==> config.mk <==
export PLATFORM = sky130hd
export DESIGN_NAME = eis_shift_multiply_divide_unit_core
export DESIGN_NICKNAME = d
export VERILOG_FILES = /design/src/sv/eis_pkg.sv /design/src/sv/eis_ctrl.sv /design/src/sv/eis_dpath.sv /design/src/sv/eis_shift_multiply_divide_unit_core.sv
export VERILOG_INCLUDE_DIRS = /design/src /design/src/sv
export SDC_FILE = /design/constraint.sdc
export NUM_CORES = 1
export LEC_CHECK = 0
export BUFFER_PORTS_ARGS = -buffer_cell sky130_fd_sc_hd__buf_2
export CELL_PAD_IN_SITES_DETAIL_PLACEMENT = 0
export CELL_PAD_IN_SITES_GLOBAL_PLACEMENT = 1
export CORE_UTILIZATION = 51
export DETAILED_ROUTE_END_ITERATION = 8
export PLACE_DENSITY = 0.94
export SYNTH_ARGS = -nofsm -noshare
export SYNTH_HDL_FRONTEND = slang
export SYNTH_SLANG_ARGS = --single-unit
==> constraint.sdc <==
create_clock -name aclk -period 9.7 [get_ports aclk]
set_clock_uncertainty 0.2 [all_clocks]
set_input_delay 1.94 -clock aclk [delete_from_list [all_inputs] [get_ports aclk]]
set_output_delay 1.94 -clock aclk [all_outputs]
set_load 0.005 [all_outputs]
==> src/sv/eis_shift_multiply_divide_unit_core_assert.svh <==
// assertion macros for the extended arithmetic unit
// no dependencies; included by the top level
`ifndef EIS_SHIFT_MULTIPLY_DIVIDE_UNIT_CORE_ASSERT_SVH
`define EIS_SHIFT_MULTIPLY_DIVIDE_UNIT_CORE_ASSERT_SVH
`ifndef NO_ASSERTIONS
`define EIS_ASSERT(label, clk, rstn, prop, msg) \
    label: assert property (@(posedge clk) disable iff (!rstn) prop) else $error(msg);
`define EIS_ASSERT_RST(label, clk, prop, msg) \
    label: assert property (@(posedge clk) prop) else $error(msg);
`else
`define EIS_ASSERT(label, clk, rstn, prop, msg)
`define EIS_ASSERT_RST(label, clk, prop, msg)
`endif
`endif

==> src/sv/eis_pkg.sv <==
// shared types and constants for the extended arithmetic unit
// no dependencies
package eis_pkg;

    localparam logic [2:0] OP_ASH  = 3'd0;
    localparam logic [2:0] OP_ASHC = 3'd1;
    localparam logic [2:0] OP_MUL  = 3'd2;
    localparam logic [2:0] OP_DIV  = 3'd3;
    localparam logic [2:0] OP_XOR  = 3'd4;

    localparam int FL_N = 3;
    localparam int FL_Z = 2;
    localparam int FL_V = 1;
    localparam int FL_C = 0;

    typedef struct packed {
        logic [2:0]  op;
        logic [15:0] reg_value;
        logic [15:0] pair_value;
        logic [15:0] operand;
        logic [3:0]  flags_in;
    } in_item_t;

    typedef struct packed {
        logic [15:0] result_hi;
        logic [15:0] result_lo;
        logic        write_reg;
        logic        write_pair;
        logic        write_dest;
        logic [3:0]  flags_out;
    } out_item_t;

    // controller to datapath
    typedef struct packed {
        logic load;
        logic step;
        logic finish;
    } dp_cmd_t;

    // datapath to controller
    typedef struct packed {
        logic done;
    } dp_stat_t;

endpackage

==> src/sv/eis_ctrl.sv <==
// controller for the extended arithmetic unit: request handshake and sequencing
// depends on eis_pkg
module eis_ctrl (
    input  logic               aclk,
    input  logic               aresetn,
    input  logic               s_valid,
    output logic               s_ready,
    output logic               m_valid,
    input  logic               m_ready,
    output eis_pkg::dp_cmd_t   cmd,
    input  eis_pkg::dp_stat_t  stat
);

    typedef enum logic [1:0] {ST_IDLE, ST_RUN, ST_FIN} state_t;

    state_t state_reg;
    logic   m_valid_reg;
    logic   out_free;

    // accept whenever idle; the result register is only overwritten once free
    assign out_free   = !m_valid_reg || m_ready;
    assign s_ready    = (state_reg == ST_IDLE);
    assign m_valid    = m_valid_reg;
    assign cmd.load   = s_valid && s_ready;
    assign cmd.step   = (state_reg == ST_RUN);
    assign cmd.finish = (state_reg == ST_FIN) && out_free;

    always_ff @(posedge aclk) begin
        if (!aresetn) begin
            state_reg   <= ST_IDLE;
            m_valid_reg <= 1'b0;
        end else begin
            // result slot: filled at finish, emptied when taken
            if (cmd.finish) m_valid_reg <= 1'b1;
            else if (m_ready) m_valid_reg <= 1'b0;
            case (state_reg)
                ST_IDLE: begin
                    if (s_valid && s_ready) state_reg <= ST_RUN;
                end
                ST_RUN: begin
                    if (stat.done) state_reg <= ST_FIN;
                end
                ST_FIN: begin
                    if (out_free) state_reg <= ST_IDLE;
                end
                default: state_reg <= ST_IDLE;
            endcase
        end
    end

endmodule

==> src/sv/eis_dpath.sv <==
// datapath: one-bit-per-cycle shifter, shift-add multiplier, restoring divider
// depends on eis_pkg
module eis_dpath (
    input  logic                aclk,
    input  eis_pkg::in_item_t   s_item,
    input  eis_pkg::dp_cmd_t    cmd,
    output eis_pkg::dp_stat_t   stat,
    output eis_pkg::out_item_t  m_item
);

    logic [2:0]  op_reg;
    logic [3:0]  flg_reg;
    logic [31:0] acc_reg, acc_next;     // shift value / product / remainder
    logic [31:0] aux_reg, aux_next;     // original value / quotient
    logic [15:0] mag_reg;               // |divisor| or multiplicand
    logic [5:0]  cnt_reg, cnt_next;
    logic        dir_reg;               // shift right
    logic        cbit_reg, cbit_next;
    logic        qneg_reg, rneg_reg;
    logic        z_reg;                 // zero amount / zero divisor
    eis_pkg::out_item_t m_item_reg, res;

    logic [15:0] a16, b16;
    logic [31:0] dvd_abs;
    logic [32:0] trial;
    logic [31:0] q_s, r_s;
    logic [5:0]  amt;

    assign a16 = s_item.reg_value[15] ? (16'd0 - s_item.reg_value) : s_item.reg_value;
    assign b16 = s_item.operand[15] ? (16'd0 - s_item.operand) : s_item.operand;
    assign dvd_abs = s_item.reg_value[15] ?
        (32'd0 - {s_item.reg_value, s_item.pair_value}) : {s_item.reg_value, s_item.pair_value};
    assign amt = s_item.operand[5:0];
    assign stat.done = (cnt_reg == 6'd0);
    assign m_item = m_item_reg;

    // one iteration per cycle
    always_comb begin
        acc_next  = acc_reg;
        aux_next  = aux_reg;
        cbit_next = cbit_reg;
        cnt_next  = (cnt_reg == 6'd0) ? cnt_reg : cnt_reg - 6'd1;
        trial     = 33'd0;
        if (cnt_reg != 6'd0) begin
            case (op_reg)
                eis_pkg::OP_ASH, eis_pkg::OP_ASHC: begin
                    if (dir_reg) begin
                        cbit_next = acc_reg[0];
                        acc_next  = (op_reg == eis_pkg::OP_ASH) ?
                            {16'd0, acc_reg[15], acc_reg[15:1]} : {acc_reg[31], acc_reg[31:1]};
                    end else begin
                        cbit_next = (op_reg == eis_pkg::OP_ASH) ? acc_reg[15] : acc_reg[31];
                        acc_next  = (op_reg == eis_pkg::OP_ASH) ?
                            {16'd0, acc_reg[14:0], 1'b0} : {acc_reg[30:0], 1'b0};
                    end
                end
                eis_pkg::OP_MUL: begin
                    // aux holds multiplier bits, acc the product
                    acc_next = {acc_reg[30:0], 1'b0} +
                        (aux_reg[15] ? {16'd0, mag_reg} : 32'd0);
                    aux_next = {aux_reg[31:16], aux_reg[14:0], 1'b0};
                end
                eis_pkg::OP_DIV: begin
                    // restoring divide: acc remainder, aux dividend/quotient
                    trial = {acc_reg, aux_reg[31]} - {17'd0, mag_reg};
                    if (!trial[32]) begin
                        acc_next = trial[31:0];
                        aux_next = {aux_reg[30:0], 1'b1};
                    end else begin
                        acc_next = {acc_reg[30:0], aux_reg[31]};
                        aux_next = {aux_reg[30:0], 1'b0};
                    end
                end
                default: ;
            endcase
        end
    end

    // result formatting
    always_comb begin
        res   = '0;
        q_s   = qneg_reg ? (32'd0 - aux_reg) : aux_reg;
        r_s   = rneg_reg ? (32'd0 - acc_reg) : acc_reg;
        res.flags_out = flg_reg;
        case (op_reg)
            eis_pkg::OP_ASH: begin
                res.flags_out[eis_pkg::FL_N] = acc_reg[15];
                res.flags_out[eis_pkg::FL_Z] = (acc_reg[15:0] == 16'd0);
                res.flags_out[eis_pkg::FL_V] = acc_reg[15] ^ aux_reg[15];
                if (!z_reg) begin
                    res.flags_out[eis_pkg::FL_C] = cbit_reg;
                    res.result_hi = acc_reg[15:0];
                    res.write_reg = 1'b1;
                end
            end
            eis_pkg::OP_ASHC: begin
                res.flags_out[eis_pkg::FL_N] = acc_reg[31];
                res.flags_out[eis_pkg::FL_Z] = (acc_reg == 32'd0);
                res.flags_out[eis_pkg::FL_V] = acc_reg[31] ^ aux_reg[31];
                if (!z_reg) begin
                    res.flags_out[eis_pkg::FL_C] = cbit_reg;
                    res.result_hi  = acc_reg[31:16];
                    res.result_lo  = acc_reg[15:0];
                    res.write_reg  = 1'b1;
                    res.write_pair = 1'b1;
                end
            end
            eis_pkg::OP_MUL: begin
                res.result_hi  = r_s[31:16];
                res.result_lo  = r_s[15:0];
                res.write_reg  = 1'b1;
                res.write_pair = 1'b1;
                res.flags_out  = {r_s[31], (r_s == 32'd0), 2'b00};
            end
            eis_pkg::OP_DIV: begin
                if (z_reg) begin
                    res.flags_out[eis_pkg::FL_V] = 1'b1;
                    res.flags_out[eis_pkg::FL_C] = 1'b1;
                end else begin
                    res.result_hi  = q_s[15:0];
                    res.result_lo  = r_s[15:0];
                    res.write_reg  = 1'b1;
                    res.write_pair = 1'b1;
                    // sign from the magnitude, as +2^31 does not fit 32 bits
                    res.flags_out[eis_pkg::FL_N] = qneg_reg && (aux_reg != 32'd0);
                    res.flags_out[eis_pkg::FL_Z] = (aux_reg == 32'd0);
                    res.flags_out[eis_pkg::FL_V] =
                        (q_s[31:15] != 17'd0) && (q_s[31:15] != 17'h1ffff);
                    res.flags_out[eis_pkg::FL_C] = 1'b0;
                end
            end
            eis_pkg::OP_XOR: begin
                res.result_hi  = acc_reg[15:0];
                res.write_dest = 1'b1;
                res.flags_out[eis_pkg::FL_N] = acc_reg[15];
                res.flags_out[eis_pkg::FL_Z] = (acc_reg[15:0] == 16'd0);
                res.flags_out[eis_pkg::FL_V] = 1'b0;
            end
            default: ;
        endcase
    end

    // operand load and iteration registers
    always_ff @(posedge aclk) begin
        if (cmd.load) begin
            op_reg   <= s_item.op;
            flg_reg  <= s_item.flags_in;
            cbit_reg <= s_item.flags_in[eis_pkg::FL_C];
            dir_reg  <= amt[5];
            z_reg    <= 1'b0;
            qneg_reg <= 1'b0;
            rneg_reg <= 1'b0;
            mag_reg  <= 16'd0;
            cnt_reg  <= 6'd0;
            acc_reg  <= 32'd0;
            aux_reg  <= 32'd0;
            case (s_item.op)
                eis_pkg::OP_ASH, eis_pkg::OP_ASHC: begin
                    acc_reg <= (s_item.op == eis_pkg::OP_ASH) ? {16'd0, s_item.reg_value} :
                        {s_item.reg_value, s_item.pair_value};
                    aux_reg <= (s_item.op == eis_pkg::OP_ASH) ? {16'd0, s_item.reg_value} :
                        {s_item.reg_value, s_item.pair_value};
                    z_reg   <= (amt == 6'd0);
                    cnt_reg <= amt[5] ? (6'd0 - amt) : amt;
                end
                eis_pkg::OP_MUL: begin
                    mag_reg  <= a16;
                    aux_reg  <= {16'd0, b16};
                    rneg_reg <= s_item.reg_value[15] ^ s_item.operand[15];
                    cnt_reg  <= 6'd16;
                end
                eis_pkg::OP_DIV: begin
                    mag_reg  <= b16;
                    aux_reg  <= dvd_abs;
                    z_reg    <= (s_item.operand == 16'd0);
                    qneg_reg <= s_item.reg_value[15] ^ s_item.operand[15];
                    rneg_reg <= s_item.reg_value[15];
                    cnt_reg  <= (s_item.operand == 16'd0) ? 6'd0 : 6'd32;
                end
                eis_pkg::OP_XOR: begin
                    acc_reg <= {16'd0, s_item.reg_value ^ s_item.operand};
                end
                default: ;
            endcase
        end else if (cmd.step) begin
            acc_reg  <= acc_next;
            aux_reg  <= aux_next;
            cbit_reg <= cbit_next;
            cnt_reg  <= cnt_next;
        end
        if (cmd.finish) m_item_reg <= res;
    end

endmodule

==> src/sv/eis_shift_multiply_divide_unit_core.sv <==
// Extended arithmetic unit: arithmetic shift, combined pair shift, signed multiply,
// signed divide and exclusive or. One request is processed at a time. With N the
// iterations of the shared shift/add/subtract unit (the shift count, 0..32, for
// shifts, 16 for multiply, 32 for divide, none for exclusive or or a zero divisor),
// the result is registered after the N iterations, and the next request is accepted
// only once the previous result is in the result register. The result register holds
// the last result until taken while the unit accepts and computes the next request;
// that second result waits in the unit, blocking further requests, until the
// register is free.
module eis_shift_multiply_divide_unit_core (
    input  logic                aclk,
    input  logic                aresetn,
    input  logic                s_valid,
    output logic                s_ready,
    input  eis_pkg::in_item_t   s_item,
    output logic                m_valid,
    input  logic                m_ready,
    output eis_pkg::out_item_t  m_item
);

`include "eis_shift_multiply_divide_unit_core_assert.svh"

    eis_pkg::dp_cmd_t  cmd;
    eis_pkg::dp_stat_t stat;

    eis_ctrl u_ctrl (
        .aclk    (aclk),
        .aresetn (aresetn),
        .s_valid (s_valid),
        .s_ready (s_ready),
        .m_valid (m_valid),
        .m_ready (m_ready),
        .cmd     (cmd),
        .stat    (stat)
    );

    eis_dpath u_dpath (
        .aclk   (aclk),
        .s_item (s_item),
        .cmd    (cmd),
        .stat   (stat),
        .m_item (m_item)
    );

    // checks
    `EIS_ASSERT(a_no_accept_busy, aclk, aresetn, cmd.step |-> !s_ready, "accept while busy")
    `EIS_ASSERT(a_finish_valid, aclk, aresetn, cmd.finish |=> m_valid, "result not shown")
    `EIS_ASSERT(a_load_runs, aclk, aresetn, cmd.load |=> cmd.step, "load not followed by run")
    `EIS_ASSERT_RST(a_reset_idle, aclk, !aresetn |=> !m_valid, "valid out of reset")

endmodule

==> results of run 1 <==
how the worst max path moves through the flow:
stage                from                   to  slack, ps  depth (start not counted)
2_1_floorplan  s_item[22]  u_dpath.aux_reg[27]       5220                          8
3_3_place_gp   s_item[52]  u_dpath.acc_reg[29]       4690                          6
3_5_place_dp   s_item[52]  u_dpath.acc_reg[19]       4560                          6
4_1_cts        s_item[52]  u_dpath.acc_reg[27]       4970                          6
5_1_grt        s_item[52]  u_dpath.acc_reg[27]       4660                          6
6_report       s_item[52]  u_dpath.acc_reg[27]       4900                          6
worst max-delay path: cells and delay by family:
kind,cells,cell delay (ps)
AOI/OAI and AO/OA,2,360
buffers and inverters,1,530
and+or+nand+nor,3,2010
report_power, final:
group / switching, mW / leakage (nW) / internal [mW]
Sequential: 0.135 / 1.35 / 0.740
Combinational: 0.458 / 3.61 / 0.273
Clock: 0.294 / 0.281 / 0.385
per-stage QoR:
stage,std cells,instance area [um^2],setup slack [ps],hold WS (ps)
floorplan,1653,13390,5219,251.5
global placement,1967,13950,4691,266.9
detailed placement,1967,13950,4561,287.4
CTS,1999,14540,4973,296.9
global route,1999,14540,4658,315.8
finish,1999,14540,4901,288.7
final cells by class:
class                      count  share of cell area (%)
multi-input combinational   1332                   58.81
clock inverter                13                   1.075
timing repair buffer         118                   4.387
inverter                      47                   1.213
clock buffer                  19                   2.977
tap                          330                   2.839
sequential                   140                   28.70
cells in the final DEF (no fill, tap or decap), types with 10 or more instances in the layout:
| cell type | n |
|---|---|
| or2_2 | 11 |
| edfxtp_1 | 137 |
| a211oi_1 | 24 |
| buf_4 | 19 |
| mux2i_1 | 29 |
| nor3_1 | 40 |
| o41ai_1 | 14 |
| nand2b_1 | 20 |
| o31ai_1 | 28 |
| o22ai_1 | 45 |
| a21o_1 | 17 |
| or4_1 | 12 |
| a221oi_1 | 10 |
| nand4_1 | 21 |
| o221ai_1 | 18 |
| mux2_2 | 15 |
| clkbuf_16 | 17 |
| buf_2 | 99 |
| xnor2_1 | 71 |
| nand2_1 | 177 |
| a31oi_1 | 19 |
| nor4_1 | 23 |
| nor2b_1 | 16 |
| o21ai_0 | 152 |
| a21oi_1 | 97 |
| inv_1 | 46 |
| or3_1 | 16 |
| nor2_1 | 126 |
| o211ai_1 | 12 |
| a22oi_1 | 17 |
| and2_1 | 20 |
| xor2_1 | 86 |
| ha_1 | 39 |
| nand3_1 | 36 |
logic make-up (layout without fill, tap and decap cells):
logic type	after synthesis	in the layout	share of synthesized area (%)
flip-flops	140	140	31.16
adder cells (fa/ha/maj)	41	41	3.942
AND/OR/NAND/NOR	551	551	19.89
multiplexers	44	44	3.428
XOR/XNOR	157	157	10.27
AO/OA/AOI/OAI	539	539	26.17
buffers and inverters	181	197	5.138
per-layer routing:
layer	vias to the layer above	share of wire, %
li1	6216	-
met1	6481	38
met2	996	44
met3	202	11
met4	0	6.4
met5	-	0
==> impl_metrics.tcl, run 1 <==
set metrics [dict create \
    status "finished, final reports clean" \
    hold_path.class "flip-flop to flip-flop" \
    holdPathStages 1 \
    reg2reg_setup_slack_ps 5070 \
    synth_top_area_cell "edfxtp_1" \
    synth_area_per_cell_um2 8.103 \
    antenna_found_initial 0 \
    r2r-start "u_dpath.acc_reg[0]" \
    power_leakage_nw 5.241 \
    grt_start_max_net_pins 81 \
    num_rows 58 \
    ys_seq_elements 140 \
    largest_reg_flops 39 \
    drive_gt1_share_pct 11.32 \
    multi_input_area_mm2 0.008553 \
    fin_tns_setup_ps 0 \
    cts.clk_slew.worst_paths_ps 70 \
    finalWirelength_mm 50.46 \
    gr-usage-met2_pct 58.63 \
    viasPerCell 6.951 \
    synth_most_common_cell "nand2_1" \
    worstPathMaxFanout 31 \
    max_freq_ghz 0.2084 \
    diodes 0 \
    rr_worst_depth 10 \
    synth_top_area_share_pct 30.71 \
    cts_setup_buffers 0 \
    cp_cell_sequence "buf_2 -> nor2b_1 -> nand2_1 -> nor2_1 -> a221oi_1 -> o21ai_0" \
    synth_seq_area_share_pct 31.16 \
    htreeDepth 4 \
    place_hpwl_mm 37.07 \
    rsz0062_at_grt "false" \
    critPathCaptureType "flip-flop" \
    fin_crit_sh_pct 49.47 \
    initial_utilization_pct 52.58 \
    crit_path_max_incr_delay_ps 1060 \
    grt_pass1_vias 12720 \
    ys.flop_type "edfxtp_1" \
    grt_first_pass_wirelength_mm 76.62 \
    drtIter0Drc 2139 \
    synth_cell_type_count 77 \
    maxCapViolCount 0 \
    timing.rr.end "u_dpath.acc_reg[13]" \
    ir_drop_uv 74.59 \
    synthToLayoutAreaGrowth_pct 8.584 \
    num_vias 13900 \
    synthesis.area_mm2 0.01339 \
    worstSetupStartpointType "primary input" \
    place_congestion 1.025 \
    first_pass_iters 6 \
    cts_root_buf "clkbuf_16" \
    crit_type "primary input to flip-flop" \
    hold_end "u_ctrl.state_reg[0]" \
    gr-usage-met1_pct 49.33 \
    clk_path_buf_depth 2 \
    cp.arrival_ps 4870 \
    setup_violations 0 \
    finalMaxSlewViolations 0 \
    routedWlPerCell_um 25.24 \
    synth_common_cells "177 x nand2_1, 155 x o21ai_0, 137 x edfxtp_1" \
    synth_edf_count 137 \
    port_buffers 99 \
    ant_nets 0 \
    io_pins 100 \
    finalHoldViolations 0 \
    slew_headroom_pct 16.31 \
    yosys-top-cells-area "edfxtp_1 31%, o21ai_0 5.8%, xor2_1 5.6%" \
    drc 0 \
    grtUsageTotal_pct 38.11 \
    die_h_um 164.1 \
    syn_nets 1753 \
    register_area_mm2 0.004174 \
    grt.busiest_layer "met2" \
    cp_data_required_time_ps 9770 \
    cts.sinks 140 \
    cts-buffers-inserted 17 \
    nNetsFinal 1756 \
    cts_tree "done" \
    power_density_mw_per_mm2 157.1 \
    core_mm2 0.02547 \
    use_met3_pct 7.551 \
    async_flop_share_pct 0 \
    dieArea_mm2 0.02692 \
    cpMaxStageDelayCell "nor2_1" \
    filler_cell_count 2363 \
    syn-instance-count 1653 \
    grt-ovfl-total 0 \
    worst_slew_pin_slew_ps 1251 \
    clk_latency_ps 440 \
    finish.utilization_pct 57.10 \
    ys_warn_count 0 \
    fin_crit_ps 4799 \
    post_cts_resized 0 \
    hold_buffers 0 \
    hold_path.startpoint "u_ctrl.state_reg[1]" \
    power_mw 2.286 \
    fp.dieW_um 164.1 \
]
No activity file was read; power rests on OpenSTA's default activity.
==> run 2, diff against run 1 <==
--- a/config.mk
+++ b/config.mk
@@ -9,9 +9,9 @@
 export BUFFER_PORTS_ARGS = -buffer_cell sky130_fd_sc_hd__buf_2
 export CELL_PAD_IN_SITES_DETAIL_PLACEMENT = 0
 export CELL_PAD_IN_SITES_GLOBAL_PLACEMENT = 1
-export CORE_UTILIZATION = 51
+export CORE_UTILIZATION = 47
 export DETAILED_ROUTE_END_ITERATION = 8
-export PLACE_DENSITY = 0.94
+export PLACE_DENSITY = 0.88
 export SYNTH_ARGS = -nofsm -noshare
 export SYNTH_HDL_FRONTEND = slang
 export SYNTH_SLANG_ARGS = --single-unit
==> constraint.sdc (replaced) <==
create_clock -name aclk -period 4.45 [get_ports aclk]
set_clock_uncertainty 0.2 [all_clocks]
set_input_delay 0.89 -clock aclk [delete_from_list [all_inputs] [get_ports aclk]]
set_output_delay 0.89 -clock aclk [all_outputs]
set_load 0.005 [all_outputs]
==> impl_metrics.tcl, run 2 (synthesized netlist as in run 1, its figures left out) <==
set metrics [dict create \
    power_density_mw_per_mm2 333.7 \
    htreeDepth 4 \
    max_freq_ghz 0.2461 \
    hold_buffers 0 \
    num_vias 14080 \
    io_pins 100 \
    ant_nets 0 \
    reg2reg_setup_slack_ps 390 \
    synthToLayoutAreaGrowth_pct 11.86 \
    crit_path_max_incr_delay_ps 580 \
    filler_cell_count 2677 \
    status "finished, final reports clean" \
    holdPathStages 1 \
    drive_gt1_share_pct 14.21 \
    finish.utilization_pct 53.64 \
    power_leakage_nw 5.498 \
    r2r-start "u_dpath.acc_reg[1]" \
    grt-ovfl-total 0 \
    maxCapViolCount 0 \
    antenna_found_initial 3 \
    finalMaxSlewViolations 0 \
    diodes 0 \
    cpMaxStageDelayCell "edfxtp_1" \
    drc 0 \
    slew_headroom_pct 18.31 \
    crit_top_cell "or4_1" \
    place_inst 2070 \
    worstPathMaxFanout 9 \
    nNetsFinal 1811 \
    finalHoldViolations 0 \
    grt_first_pass_wirelength_mm 79.13 \
    core_mm2 0.02793 \
    initial_utilization_pct 47.95 \
    worst_slew_pin_slew_ps 1221 \
    setup_violations 0 \
    cp_top_family "simple AND/OR/NAND/NOR gates" \
    fin_tns_setup_ps 0 \
    holdWs_ps 296.8 \
    crit_start "u_dpath.acc_reg[1]" \
    fin_crit_sh_pct 91.31 \
    drtIter0Drc 2018 \
    hold_path.class "flip-flop to flip-flop" \
    dieArea_mm2 0.02918 \
    routedWlPerCell_um 24.92 \
    power_mw 5.000 \
    grt_start_max_net_pins 50 \
    viasPerCell 6.696 \
    register_area_mm2 0.004174 \
    cts_tree "done" \
    path_buf_inv 1 \
    critPathCaptureType "flip-flop" \
    grtUsageTotal_pct 36.30 \
    clk_path_buf_depth 2 \
    layout_commonest_cell "nand2_1" \
    grt_pass1_vias 12980 \
    place_congestion 0.9868 \
    stdcell_count 2102 \
    largest_reg_flops 39 \
    timing.rr.end "u_dpath.m_item[2]" \
    rr_worst_depth 10 \
    worst-path-stages 10 \
    die_h_um 170.8 \
    cp_cell_sequence "inv_1 -> ha_1 -> nor2b_1 -> nand2_1 -> or3_4 -> a21oi_1 -> o2111ai_1 -> or4_1 -> or4_1 -> o31ai_2" \
    rsz0062_at_grt "false" \
    num_rows 61 \
    cts_setup_buffers 0 \
    cts.clk_slew.worst_paths_ps 80 \
    worstSetupStartpointType "flip-flop" \
    ir_drop_uv 253.2 \
    crit_type "flip-flop to flip-flop" \
    critical_path.endpoint "u_dpath.m_item[2]" \
    place_ws_ps 455.8 \
    fin_crit_ps 4063 \
    finalWirelength_mm 52.39 \
    cts-buffers-inserted 17 \
    port_buffers 99 \
    cp_data_required_time_ps 4530 \
    post_cts_resized 0 \
    cts_root_buf "clkbuf_16" \
    post_dp_cell_area_mm2 0.01443 \
    setup_ws_ps 386.9 \
    first_pass_iters 6 \
    final_cell_area_mm2 0.01498 \
    fp.dieW_um 170.8 \
    cp.arrival_ps 4140 \
    clk_latency_ps 450 \
    final_cell_mix "177 x nand2_1, 152 x o21ai_0, 137 x edfxtp_1, 126 x nor2_1, 99 x buf_2" \
    place_hpwl_mm 39.36 \
    cts.sinks 140 \
    multi_input_area_mm2 0.008553 \
]
[run 2: cell count changes in the layout (fill, tap and decap cells not counted)]
cell	before	now
clkinv_4	4	3
inv_8	1	4
bufinv_16	2	0
buf_4	19	74
clkbuf_1	2	0
clkinv_2	0	1
clkinv_1	0	1
[run 2: report_power, final]
part,internal [mW],total (mW),switching [mW],leakage (nW)
registers,1.61,1.79,0.180,1.35
clock network,0.734,1.40,0.665,0.270
logic,0.660,1.81,1.15,3.88
[run 2: cell type report]
| type | count | area share, % |
|---|---|---|
| clock buffers | 17 | 2.839 |
| clock inverters | 15 | 0.8685 |
| inverters | 47 | 1.177 |
| multi-input cells | 1332 | 57.09 |
| flip-flops and latches | 140 | 27.86 |
| well taps | 378 | 3.157 |
| repair buffers | 173 | 7.015 |
[run 2: how the worst min path moves through the flow]
stage | startpoint | to
after global placement | u_ctrl.state_reg[1] | u_ctrl.state_reg[0]
final | u_ctrl.state_reg[1] | u_ctrl.state_reg[0]
after CTS | u_ctrl.state_reg[1] | u_ctrl.state_reg[0]
after floorplan | u_ctrl.state_reg[1] | u_ctrl.state_reg[0]
after global routing | u_ctrl.state_reg[1] | u_ctrl.state_reg[0]
after detailed placement | u_ctrl.state_reg[1] | u_ctrl.state_reg[0]
[run 2: metal layers]
| layer | track usage, % | vias to the layer above | wire, um |
|---|---|---|---|
| met5 | 0 | - | 23 |
| met4 | 17.78 | 4 | 2575 |
| met3 | 8.836 | 169 | 6060 |
| met2 | 55.56 | 945 | 23030 |
| met1 | 47.75 | 6641 | 20700 |
| li1 | - | 6317 | - |
